==> src/rtl/tapc_pkg.sv <==
`default_nettype none
package tapc_pkg;

    // fixed field widths
    localparam int SAMPLE_WIDTH = 16;
    localparam int GAIN_W       = 16;
    localparam int ERR_W        = SAMPLE_WIDTH + 1;
    localparam int DER_W        = ERR_W + 1;
    localparam int SUM_W        = 32;
    localparam int DRIVE_W      = 32;
    localparam int AXES         = 3;
    localparam int AXIS_W       = $clog2(AXES);
    localparam int PROP_W       = GAIN_W + ERR_W;
    localparam int INTEG_W      = GAIN_W + SUM_W;
    localparam int DERP_W       = GAIN_W + DER_W;
    localparam int ACC_W        = INTEG_W + 2;

    // axis order within a word
    localparam logic [AXIS_W-1:0] AXIS_LAST = AXIS_W'(AXES - 1);

    // configuration register indexes
    typedef logic [1:0] cfg_idx_t;
    localparam cfg_idx_t CFG_GAIN_PROP  = 2'd0;
    localparam cfg_idx_t CFG_GAIN_INTEG = 2'd1;
    localparam cfg_idx_t CFG_GAIN_DERIV = 2'd2;

    // input word
    typedef struct packed {
        logic signed [SAMPLE_WIDTH-1:0] pitch_target;
        logic signed [SAMPLE_WIDTH-1:0] pitch_measured;
        logic signed [SAMPLE_WIDTH-1:0] roll_target;
        logic signed [SAMPLE_WIDTH-1:0] roll_measured;
        logic signed [SAMPLE_WIDTH-1:0] yaw_target;
        logic signed [SAMPLE_WIDTH-1:0] yaw_measured;
    } tapc_in_t;

    // result word
    typedef struct packed {
        logic signed [DRIVE_W-1:0] pitch_drive;
        logic signed [DRIVE_W-1:0] roll_drive;
        logic signed [DRIVE_W-1:0] yaw_drive;
    } tapc_out_t;

    // per-axis terms handed from front to back
    typedef struct packed {
        logic signed [ERR_W-1:0] err;
        logic signed [SUM_W-1:0] sum;
        logic signed [DER_W-1:0] der;
    } axis_terms_t;

    typedef struct packed {
        axis_terms_t [AXES-1:0] axis;
    } q_entry_t;

    // queue status
    typedef struct packed {
        logic full;
        logic empty;
    } q_stat_t;

    // saturate the integral update to 32 bits
    function automatic logic signed [SUM_W-1:0] sat_sum(input logic signed [SUM_W:0] v);
        logic signed [SUM_W-1:0] r;
        if (v[SUM_W] == v[SUM_W-1]) begin
            r = v[SUM_W-1:0];
        end else if (v[SUM_W]) begin
            r = {1'b1, {(SUM_W-1){1'b0}}};
        end else begin
            r = {1'b0, {(SUM_W-1){1'b1}}};
        end
        return r;
    endfunction

    // saturate the full-precision drive to 32 bits
    function automatic logic signed [DRIVE_W-1:0] sat_drive(
        input logic signed [ACC_W-1:0] v
    );
        logic signed [DRIVE_W-1:0] r;
        if ((&v[ACC_W-1:DRIVE_W-1]) || !(|v[ACC_W-1:DRIVE_W-1])) begin
            r = v[DRIVE_W-1:0];
        end else if (v[ACC_W-1]) begin
            r = {1'b1, {(DRIVE_W-1){1'b0}}};
        end else begin
            r = {1'b0, {(DRIVE_W-1){1'b1}}};
        end
        return r;
    endfunction

endpackage
`default_nettype wire

==> src/rtl/tapc_front.sv <==
`default_nettype none
module tapc_front (
    input  wire logic                aclk,
    input  wire logic                aresetn,
    input  wire logic                s_valid,
    output logic                     s_ready,
    input  wire tapc_pkg::tapc_in_t  s_data,
    output logic                     push,
    output tapc_pkg::q_entry_t       push_entry,
    input  wire tapc_pkg::q_stat_t   q_stat
);
    import tapc_pkg::*;

    logic signed [SAMPLE_WIDTH-1:0] tgt  [AXES];
    logic signed [SAMPLE_WIDTH-1:0] meas [AXES];
    logic signed [SUM_W-1:0]        sum_reg  [AXES];
    logic signed [SUM_W-1:0]        sum_next [AXES];
    logic signed [ERR_W-1:0]        prev_reg [AXES];
    logic signed [ERR_W-1:0]        err      [AXES];
    logic signed [SUM_W:0]          sum_wide [AXES];
    logic signed [DER_W-1:0]        der      [AXES];

    // take a word whenever the queue has room
    assign s_ready = !q_stat.full;
    assign push    = s_valid && s_ready;

    // unpack the word per axis
    always_comb begin
        tgt[0]  = s_data.pitch_target;
        meas[0] = s_data.pitch_measured;
        tgt[1]  = s_data.roll_target;
        meas[1] = s_data.roll_measured;
        tgt[2]  = s_data.yaw_target;
        meas[2] = s_data.yaw_measured;
    end

    // error, saturating integral and derivative per axis
    always_comb begin
        for (int a = 0; a < AXES; a++) begin
            err[a]      = ERR_W'(tgt[a]) - ERR_W'(meas[a]);
            sum_wide[a] = (SUM_W + 1)'(sum_reg[a]) + (SUM_W + 1)'(err[a]);
            sum_next[a] = sat_sum(sum_wide[a]);
            der[a]      = DER_W'(prev_reg[a]) - DER_W'(err[a]);
            push_entry.axis[a].err = err[a];
            push_entry.axis[a].sum = sum_next[a];
            push_entry.axis[a].der = der[a];
        end
    end

    // per-axis loop state
    always_ff @(posedge aclk) begin
        if (!aresetn) begin
            for (int a = 0; a < AXES; a++) begin
                sum_reg[a]  <= '0;
                prev_reg[a] <= '0;
            end
        end else if (push) begin
            for (int a = 0; a < AXES; a++) begin
                sum_reg[a]  <= sum_next[a];
                prev_reg[a] <= err[a];
            end
        end
    end

endmodule
`default_nettype wire

==> src/rtl/tapc_queue.sv <==
`default_nettype none
module tapc_queue #(
    parameter int DEPTH = 2
) (
    input  wire logic                aclk,
    input  wire logic                aresetn,
    input  wire logic                push,
    input  wire tapc_pkg::q_entry_t  push_entry,
    input  wire logic                pop,
    output tapc_pkg::q_entry_t       head,
    output tapc_pkg::q_stat_t        q_stat
);
    import tapc_pkg::*;

    localparam int PTR_W = $clog2(DEPTH);
    localparam int CNT_W = $clog2(DEPTH + 1);
    localparam logic [PTR_W-1:0] PTR_LAST = PTR_W'(DEPTH - 1);
    localparam logic [CNT_W-1:0] CNT_FULL = CNT_W'(DEPTH);

    q_entry_t         entry_reg [DEPTH];
    logic [PTR_W-1:0] wr_ptr_reg;
    logic [PTR_W-1:0] rd_ptr_reg;
    logic [CNT_W-1:0] count_reg;

    assign head         = entry_reg[rd_ptr_reg];
    assign q_stat.full  = (count_reg == CNT_FULL);
    assign q_stat.empty = (count_reg == '0);

    // entry storage
    always_ff @(posedge aclk) begin
        if (push) begin
            entry_reg[wr_ptr_reg] <= push_entry;
        end
    end

    // pointers and fill count
    always_ff @(posedge aclk) begin
        if (!aresetn) begin
            wr_ptr_reg <= '0;
            rd_ptr_reg <= '0;
            count_reg  <= '0;
        end else begin
            if (push) begin
                wr_ptr_reg <= (wr_ptr_reg == PTR_LAST) ? '0 : wr_ptr_reg + 1'b1;
            end
            if (pop) begin
                rd_ptr_reg <= (rd_ptr_reg == PTR_LAST) ? '0 : rd_ptr_reg + 1'b1;
            end
            if (push && !pop) begin
                count_reg <= count_reg + 1'b1;
            end else if (pop && !push) begin
                count_reg <= count_reg - 1'b1;
            end
        end
    end

endmodule
`default_nettype wire

==> src/rtl/tapc_back.sv <==
`default_nettype none
module tapc_back (
    input  wire logic                  aclk,
    input  wire logic                  aresetn,
    input  wire tapc_pkg::q_entry_t    head,
    input  wire tapc_pkg::q_stat_t     q_stat,
    output logic                       pop,
    input  wire logic                  cfg_we,
    input  wire tapc_pkg::cfg_idx_t    cfg_index,
    input  wire logic [15:0]           cfg_data,
    output logic                       m_valid,
    input  wire logic                  m_ready,
    output tapc_pkg::tapc_out_t        m_data
);
    import tapc_pkg::*;

    logic signed [GAIN_W-1:0]  gain_prop_reg;
    logic signed [GAIN_W-1:0]  gain_integ_reg;
    logic signed [GAIN_W-1:0]  gain_deriv_reg;

    logic [AXIS_W-1:0]         axis_reg;
    axis_terms_t               cur;
    logic                      mul_go;
    logic                      s1_adv;

    logic signed [PROP_W-1:0]  p_prop_next;
    logic signed [INTEG_W-1:0] p_integ_next;
    logic signed [DERP_W-1:0]  p_deriv_next;
    logic signed [PROP_W-1:0]  p_prop_reg;
    logic signed [INTEG_W-1:0] p_integ_reg;
    logic signed [DERP_W-1:0]  p_deriv_reg;
    logic [AXIS_W-1:0]         p_axis_reg;
    logic                      p_valid_reg;

    logic                      out_free;
    logic                      s2_go;
    logic                      s2_last;
    logic signed [ACC_W-1:0]   total;
    logic signed [DRIVE_W-1:0] drive;
    logic signed [DRIVE_W-1:0] asm_reg [AXES-1];
    logic                      m_valid_reg;
    tapc_out_t                 m_data_reg;

    // gain registers
    always_ff @(posedge aclk) begin
        if (!aresetn) begin
            gain_prop_reg  <= '0;
            gain_integ_reg <= '0;
            gain_deriv_reg <= '0;
        end else if (cfg_we) begin
            unique case (cfg_index)
                CFG_GAIN_PROP:  gain_prop_reg  <= cfg_data;
                CFG_GAIN_INTEG: gain_integ_reg <= cfg_data;
                CFG_GAIN_DERIV: gain_deriv_reg <= cfg_data;
                default: ;
            endcase
        end
    end

    // stage 1: three multipliers, one axis per unstalled cycle
    assign cur          = head.axis[axis_reg];
    assign s1_adv       = !p_valid_reg || s2_go;
    assign mul_go       = !q_stat.empty && s1_adv;
    assign pop          = mul_go && (axis_reg == AXIS_LAST);
    assign p_prop_next  = gain_prop_reg * cur.err;
    assign p_integ_next = gain_integ_reg * cur.sum;
    assign p_deriv_next = gain_deriv_reg * cur.der;

    always_ff @(posedge aclk) begin
        if (!aresetn) begin
            axis_reg    <= '0;
            p_valid_reg <= 1'b0;
        end else begin
            if (mul_go) begin
                axis_reg <= (axis_reg == AXIS_LAST) ? '0 : axis_reg + 1'b1;
            end
            if (s1_adv) begin
                p_valid_reg <= mul_go;
            end
        end
    end

    always_ff @(posedge aclk) begin
        if (mul_go) begin
            p_prop_reg  <= p_prop_next;
            p_integ_reg <= p_integ_next;
            p_deriv_reg <= p_deriv_next;
            p_axis_reg  <= axis_reg;
        end
    end

    // stage 2: full-precision sum and saturation
    assign out_free = !m_valid_reg || m_ready;
    assign s2_last  = (p_axis_reg == AXIS_LAST);
    assign s2_go    = p_valid_reg && (!s2_last || out_free);
    assign total    = ACC_W'(p_prop_reg) + ACC_W'(p_integ_reg) + ACC_W'(p_deriv_reg);
    assign drive    = sat_drive(total);

    // collect the first axes, then load the output word
    always_ff @(posedge aclk) begin
        if (s2_go && !s2_last) begin
            asm_reg[p_axis_reg[AXIS_W-2:0]] <= drive;
        end
        if (s2_go && s2_last) begin
            m_data_reg.pitch_drive <= asm_reg[0];
            m_data_reg.roll_drive  <= asm_reg[1];
            m_data_reg.yaw_drive   <= drive;
        end
    end

    // output valid
    always_ff @(posedge aclk) begin
        if (!aresetn) begin
            m_valid_reg <= 1'b0;
        end else if (s2_go && s2_last) begin
            m_valid_reg <= 1'b1;
        end else if (m_ready) begin
            m_valid_reg <= 1'b0;
        end
    end

    assign m_valid = m_valid_reg;
    assign m_data  = m_data_reg;

endmodule
`default_nettype wire

==> src/rtl/three_axis_pid_controller_core.sv <==
`default_nettype none
// three-axis pid controller core
// input channel s_valid/s_ready/s_data: one word per control tick with a target
// and a measured value for pitch, roll and yaw
// result channel m_valid/m_ready/m_data: one word per input word with the
// saturated drive for each axis, in input order
// config port cfg_we/cfg_index/cfg_data: index 0 proportional, 1 integral,
// 2 derivative gain, written in one cycle while the core is idle; other
// indexes are dropped
// an accepted word waits in the queue, its axes then pass in turn through
// the product registers, and its drive word is registered into m_data with
// m_valid; the back end steps one set of three multipliers across the axes
// the front end updates the integrals and previous errors in the accept cycle
// and queues the terms; QUEUE_DEPTH words can wait between front and back
// reset clears gains, integrals, previous errors, the queue and m_valid
// when the receiver stalls, the result word holds, the back end finishes the
// next word up to its last axis, then the queue fills and s_ready drops
module three_axis_pid_controller_core #(
    parameter int QUEUE_DEPTH = 2
) (
    input  wire logic                 aclk,
    input  wire logic                 aresetn,
    input  wire logic                 s_valid,
    output logic                      s_ready,
    input  wire tapc_pkg::tapc_in_t   s_data,
    output logic                      m_valid,
    input  wire logic                 m_ready,
    output tapc_pkg::tapc_out_t       m_data,
    input  wire logic                 cfg_we,
    input  wire tapc_pkg::cfg_idx_t   cfg_index,
    input  wire logic [15:0]          cfg_data
);
    import tapc_pkg::*;

    logic     push;
    logic     pop;
    q_entry_t push_entry;
    q_entry_t head;
    q_stat_t  q_stat;

    // error and integral front end
    tapc_front u_front (
        .aclk       (aclk),
        .aresetn    (aresetn),
        .s_valid    (s_valid),
        .s_ready    (s_ready),
        .s_data     (s_data),
        .push       (push),
        .push_entry (push_entry),
        .q_stat     (q_stat)
    );

    // term queue
    tapc_queue #(
        .DEPTH (QUEUE_DEPTH)
    ) u_queue (
        .aclk       (aclk),
        .aresetn    (aresetn),
        .push       (push),
        .push_entry (push_entry),
        .pop        (pop),
        .head       (head),
        .q_stat     (q_stat)
    );

    // gain multiply and output back end
    tapc_back u_back (
        .aclk      (aclk),
        .aresetn   (aresetn),
        .head      (head),
        .q_stat    (q_stat),
        .pop       (pop),
        .cfg_we    (cfg_we),
        .cfg_index (cfg_index),
        .cfg_data  (cfg_data),
        .m_valid   (m_valid),
        .m_ready   (m_ready),
        .m_data    (m_data)
    );

`ifndef SYNTHESIS
    // back end never pops an empty queue
    assert property (@(posedge aclk) disable iff (!aresetn) pop |-> !q_stat.empty)
        else $error("queue popped while empty");

    // full and empty never both
    assert property (@(posedge aclk) disable iff (!aresetn) q_stat.full |-> !q_stat.empty)
        else $error("queue status inconsistent");

    // no result right after reset
    assert property (@(posedge aclk) !aresetn |=> !m_valid)
        else $error("result valid after reset");
`endif

endmodule
`default_nettype wire

==> config.mk <==
export PLATFORM = sky130hd
export DESIGN_NAME = three_axis_pid_controller_core
export DESIGN_NICKNAME = d
export VERILOG_FILES = /design/src/rtl/tapc_pkg.sv /design/src/rtl/tapc_front.sv /design/src/rtl/tapc_queue.sv /design/src/rtl/tapc_back.sv /design/src/rtl/three_axis_pid_controller_core.sv
export SDC_FILE = /design/constraint.sdc
export NUM_CORES = 2
export LEC_CHECK = 0
export BUFFER_PORTS_ARGS = -buffer_cell sky130_fd_sc_hd__buf_4
export CAP_MARGIN = 20
export CORE_ASPECT_RATIO = 1.25
export CORE_MARGIN = 2
export CORE_UTILIZATION = 53
export CTS_BUF_LIST = sky130_fd_sc_hd__clkbuf_4
export CTS_CLUSTER_DIAMETER = 150
export CTS_CLUSTER_SIZE = 25
export DETAILED_ROUTE_END_ITERATION = 7
export HOLD_SLACK_MARGIN = 0.15
export PLACE_DENSITY = 0.69
export SLEW_MARGIN = 20
export SYNTH_ARGS = -nofsm -noshare
export SYNTH_HDL_FRONTEND = slang
export SYNTH_HIERARCHICAL = 1
export SYNTH_SLANG_ARGS = --single-unit
==> constraint.sdc <==
create_clock -name aclk -period 20.6 [get_ports aclk]
set_input_delay 2.06 -clock aclk [delete_from_list [all_inputs] [get_ports aclk]]
set_output_delay 2.06 -clock aclk [all_outputs]
set_load 0.01 [all_outputs]
Yosys cells after proc, flatten, opt, wreduce, memory -nomap -nowiden
Memories as Yosys holds them, arrays and structs flattened. A register that Yosys moved wholly into a read port is not among the register bits. Index checks and enable logic that the tools add are counted. W data, S select, Z words.

RAM bits: 613. Input bits: 119. Word-level logic and storage cells: 113. Output and inout bits: 98. Flip-flop bits (word level): 205. Memories kept: 4.

Muxes and demuxes: 32. $mul: 3. Equal/unequal tests: 8. Magnitude comparators: 1. Bitwise operators: 6. Reductions and logical operators: 29. Add/sub/neg operators: 16.

Memory list: u_queue.entry_reg (words 2, bits a word 201, read ports 1, clocked after memory_dff 1, wr ports 1, RTL line tapc_queue.sv:20) `q_entry_t entry_reg [DEPTH];`; u_front.sum_reg (words 3, bits a word 32, read ports 3, clocked after memory_dff 0, wr ports 3, RTL line tapc_front.sv:16) `logic signed [SUM_W-1:0] sum_reg [AXES];`; u_back.asm_reg (words 2, bits a word 32, read ports 2, clocked after memory_dff 2, wr ports 1, RTL line tapc_back.sv:40) `logic signed [DRIVE_W-1:0] asm_reg [AXES-1];`; u_front.prev_reg (words 3, bits a word 17, read ports 3, clocked after memory_dff 0, wr ports 3, RTL line tapc_front.sv:18) `logic signed [ERR_W-1:0] prev_reg [AXES];`.

Operator list (number): $mux W32 (11); $bmux W67 S2 (1); $add A32 B17 Y33 (3); $mux W67 (1); $sub A17 B17 Y18 (3); $mux W17 (3); $sub A16 B16 Y17 (3); $add A49 B34 Y50 (1); $add A33 B48 Y49 (1); $mul A16 B32 Y48 (1); $mul A16 B18 Y34 (1); $mul A16 B17 Y33 (1); $reduce_and A19 Y1 (1); $reduce_or A19 Y1 (1); $mux W1 (13); $eq A2 B2 Y1 const B (4); $logic_and A1 B1 Y1 (8); $logic_not A1 Y1 (8); $mux W2 (3); $or A1 B1 Y1 (6); $reduce_and A2 Y1 (3); $add A2 B1 Y2 const B (2); $logic_not A2 Y1 (2); $logic_or A1 B1 Y1 (4); other kinds (6) (10).

Longest topological paths before layout
Word-level depth: 10. Depth in mapped cells: 31.

Hierarchy
Netlist, hierarchy kept.

By module, submodules not included: tapc_back (instances 1, area each 54340.9 µm², cells each 5625); tapc_front (instances 1, area each 16086.7 µm², cells each 1900); tapc_queue (instances 1, area each 14794.2 µm², cells each 647).

Worst setup path before layout
No wires, ideal clock.

Kind: input to register. From: input s_valid. To: register u_queue.wr_ptr_reg. Arrival: 11.949 ns. Stages on the path: 3. Slack: 8.552 ns. Cell sequence: nor2b_1 nor2b_1 o21a_1.

Word-level cells in the longest chain between the ends: 1.

Ends and longest elaborated chain: start: declaration (RTL line three_axis_pid_controller_core.sv:23) `input wire logic s_valid,`; $logic_and A1 B1 Y1 (RTL line tapc_front.sv:25) `assign push = s_valid && s_ready;`; end signal: assignment (RTL line tapc_queue.sv:44) `wr_ptr_reg <= (wr_ptr_reg == PTR_LAST) ? '0 : wr_ptr_reg + 1'b1;`; end: declaration (RTL line tapc_queue.sv:21) `logic [PTR_W-1:0] wr_ptr_reg;`.

No other way between the ends. A chain may end at the register's enable or synchronous reset.

==> results.toml <==
[timing]
min_period_ns = 9.74
finalSetupViolations = 0
max_slew_margin = 0.266
drv_slew = 0
max_freq_ghz = 0.103
tightest_slew_ns = 1.10
fin_tns_setup_ns = 0
rsz0062_at_grt = "false"
hold_viol = 0
skew_ns = 0.0810
holdWs_ns = 0.420
timing.final.crit_share = 0.473

[route]
wl_per_cell_um = 21.1
routed_wl_um = 218000
routed_via_density = 5.70
vias = 58800
first_iter_violations = 4102
final_antenna_net_count = 0
detail_route.first_pass.iterations = 6
drc = 0

[synthesis]
yosys_warnings = 6
async_flop_share = 0
synth_edf_count = 826
syn_inst = 8172
netlist_area_um2 = 85200
yosysSeqAreaShare = 0.304
syn_avg_cell_area_um2 = 10.4
synthFlopType = "edfxtp_1"
ys_types = 110
synth-seq-cells = 883
synth_fp_nets = 9932

[die]
io_pins = 217
dieArea_um2 = 164000
core_area_um2 = 160000
die_w_um = 363
die_height_um = 452
initial_core_util = 0.533
fp-row-count = 164

[grt]
first_global_vias = 62600
grt_pass1_wl_um = 346000
grt_use_total = 0.271
grt_max_degree = 86
antenna_found_initial = 8
busiest_layer = "met2"
met2_usage = 0.473
met3_usage = 0.0283
grt.overflow.total = 0
met1_usage = 0.341

[min_path]
min_path_type = "flop to flop"

[clock_tree]
insertion_delay_ns = 1.09
clk_pin_slew_ns = 0.24
postCtsResizedCells = 0
clock_path_buffers = 3
numClockSinks = 883
h-tree-depth = 2
cts_buffers = 42
post-cts-setup-buffer-count = 0
cts-root-buf = "clkbuf_4"
cts_hold_buf = 0
cts_tree = "yes"

[critical_path]
cp_max_fo = 65
cp.required_ns = 21.47
crit_path_end_kind = "flop"
critPathKind = "flop to flop"
rrSetupSlack_ns = 10.86
arrival_ns = 10.61
worstSetupStartpointType = "flop"

[power]
p_per_area_nw_per_um2 = 126
ir_drop_mv = 0.173
p_leak_nw = 39.8

[outcome]
status = "complete, no violations"

[layout]
syn_to_final_growth_pct = 5.00
final_util = 0.560
multi_input_area_um2 = 52700
final_nets = 9981
largest_register_ffs = 402
final_cell_mix = "inv_1 (1401), fa_1 (1110), nand2_1 (954), edfxtp_1 (826), ha_1 (531)"
regArea_um2 = 26000
final_common_cell = "inv_1"
drive_gt1_frac = 0.0863
fillCellCount = 13800

[place]
gp_congestion = 0.927
hpwl_um = 169000
portBuffers = 216

[flow_run]
maxCapViolCount = 0
[synth_stat cells, types with 27 or more instances]
cell      number  area (um2)
nor2b_1       53         332
nand4_1       37         231
nor2_1       262         983
a21o_1       133         998
nand3_1       72         360
and3_1        28         175
clkbuf_1     248         931
nand2_1      955        3580
nand2b_1      51         319
xnor2_1      203        1780
a211oi_1      29         218
mux2_2       203        2290
inv_1       1402        5260
dfxtp_1       57        1140
o31ai_1       27         203
a31oi_1       33         206
a21boi_0      63         473
mux2i_1       73         731
and2_1       440        2750
buf_6         29         327
o21ai_0      353        1770
o21bai_1      48         360
ha_1         531        6640
edfxtp_1     826       24800
fa_1        1110       22200
a21oi_1      341        1710
o21a_1        47         353
nor3_1        65         325
xor2_1       105         920
[cell type report]
class / count / share of cell area
multi-input combinational: 5568 / 0.589
sequential: 883 / 0.290
inverter: 1403 / 0.0589
clock buffer: 58 / 0.00487
clock inverter: 6 / 0.000685
antenna: 7 / 0.000196
timing repair buffer: 323 / 0.0271
tap: 2075 / 0.0290
[stage by stage]
step           total power, mW  area (um2)  std cells  setup slack (ns)
5_1_grt                   12.2       89500      10300             10.38
4_1_cts                   11.3       89400      10300             10.72
2_1_floorplan             8.37       85200       8172              8.55
3_5_place_dp              10.6       89000      10300             10.69
3_3_place_gp              10.4       88900      10300             10.97
6_report                  11.3       89500      10300             10.86
[report_power, final]
group	internal (mW)	switching [mW]	leakage (nW)
Combinational	2.53	4.80	31.0
Clock	0.133	0.526	0.296
Sequential	3.05	0.227	8.43
Total	5.71	5.55	39.8
[cells by family after synthesis]
family | count (synthesis) | synth area share
and+or+nand+nor | 2070 | 0.115
DFF | 883 | 0.304
xor gates and xnor gates | 309 | 0.0318
muxes | 278 | 0.0358
buffers and inverters | 1721 | 0.0788
adders and majority gates | 1641 | 0.339
AOI/OAI and AO/OA | 1270 | 0.0950
[worst paths after layout]
path,start,end,cells past startpoint
max,flop,u_back/p_prop_reg[32],25
min reg2reg,u_back/asm_reg[0][3],u_back/m_data[67],0
max reg2reg,flop,u_back/p_prop_reg[32],25
min,u_back/asm_reg[0][3],u_back/m_data[67],0
[worst max-delay path, cell delays in order, from the launching register on]
cell and delay [ns]:
dfxtp_4 0.69, buf_4 0.78, buf_4 0.76, mux2_2 0.42, mux2i_1 0.19, o21ai_1 0.09
buf_4 0.23, and2_1 0.20, fa_1 0.51, inv_1 0.05, fa_1 0.57, fa_1 0.45
fa_1 0.56, fa_1 0.46, fa_1 0.50, inv_1 0.04, ha_1 0.37, nand2_1 0.08
o41ai_1 0.65, a211oi_1 0.12, a21oi_1 0.36, a41o_1 0.30, o21ai_0 0.14, o311ai_0 0.56
o31ai_1 0.19, xnor2_1 0.17
[routing by layer]
layer	wire, um	part of all wire
met5	0	0
met4	10800	0.050
met1	86300	0.40
met2	108000	0.50
met3	13000	0.059
Note: power is estimated with default switching activity, not from simulation.
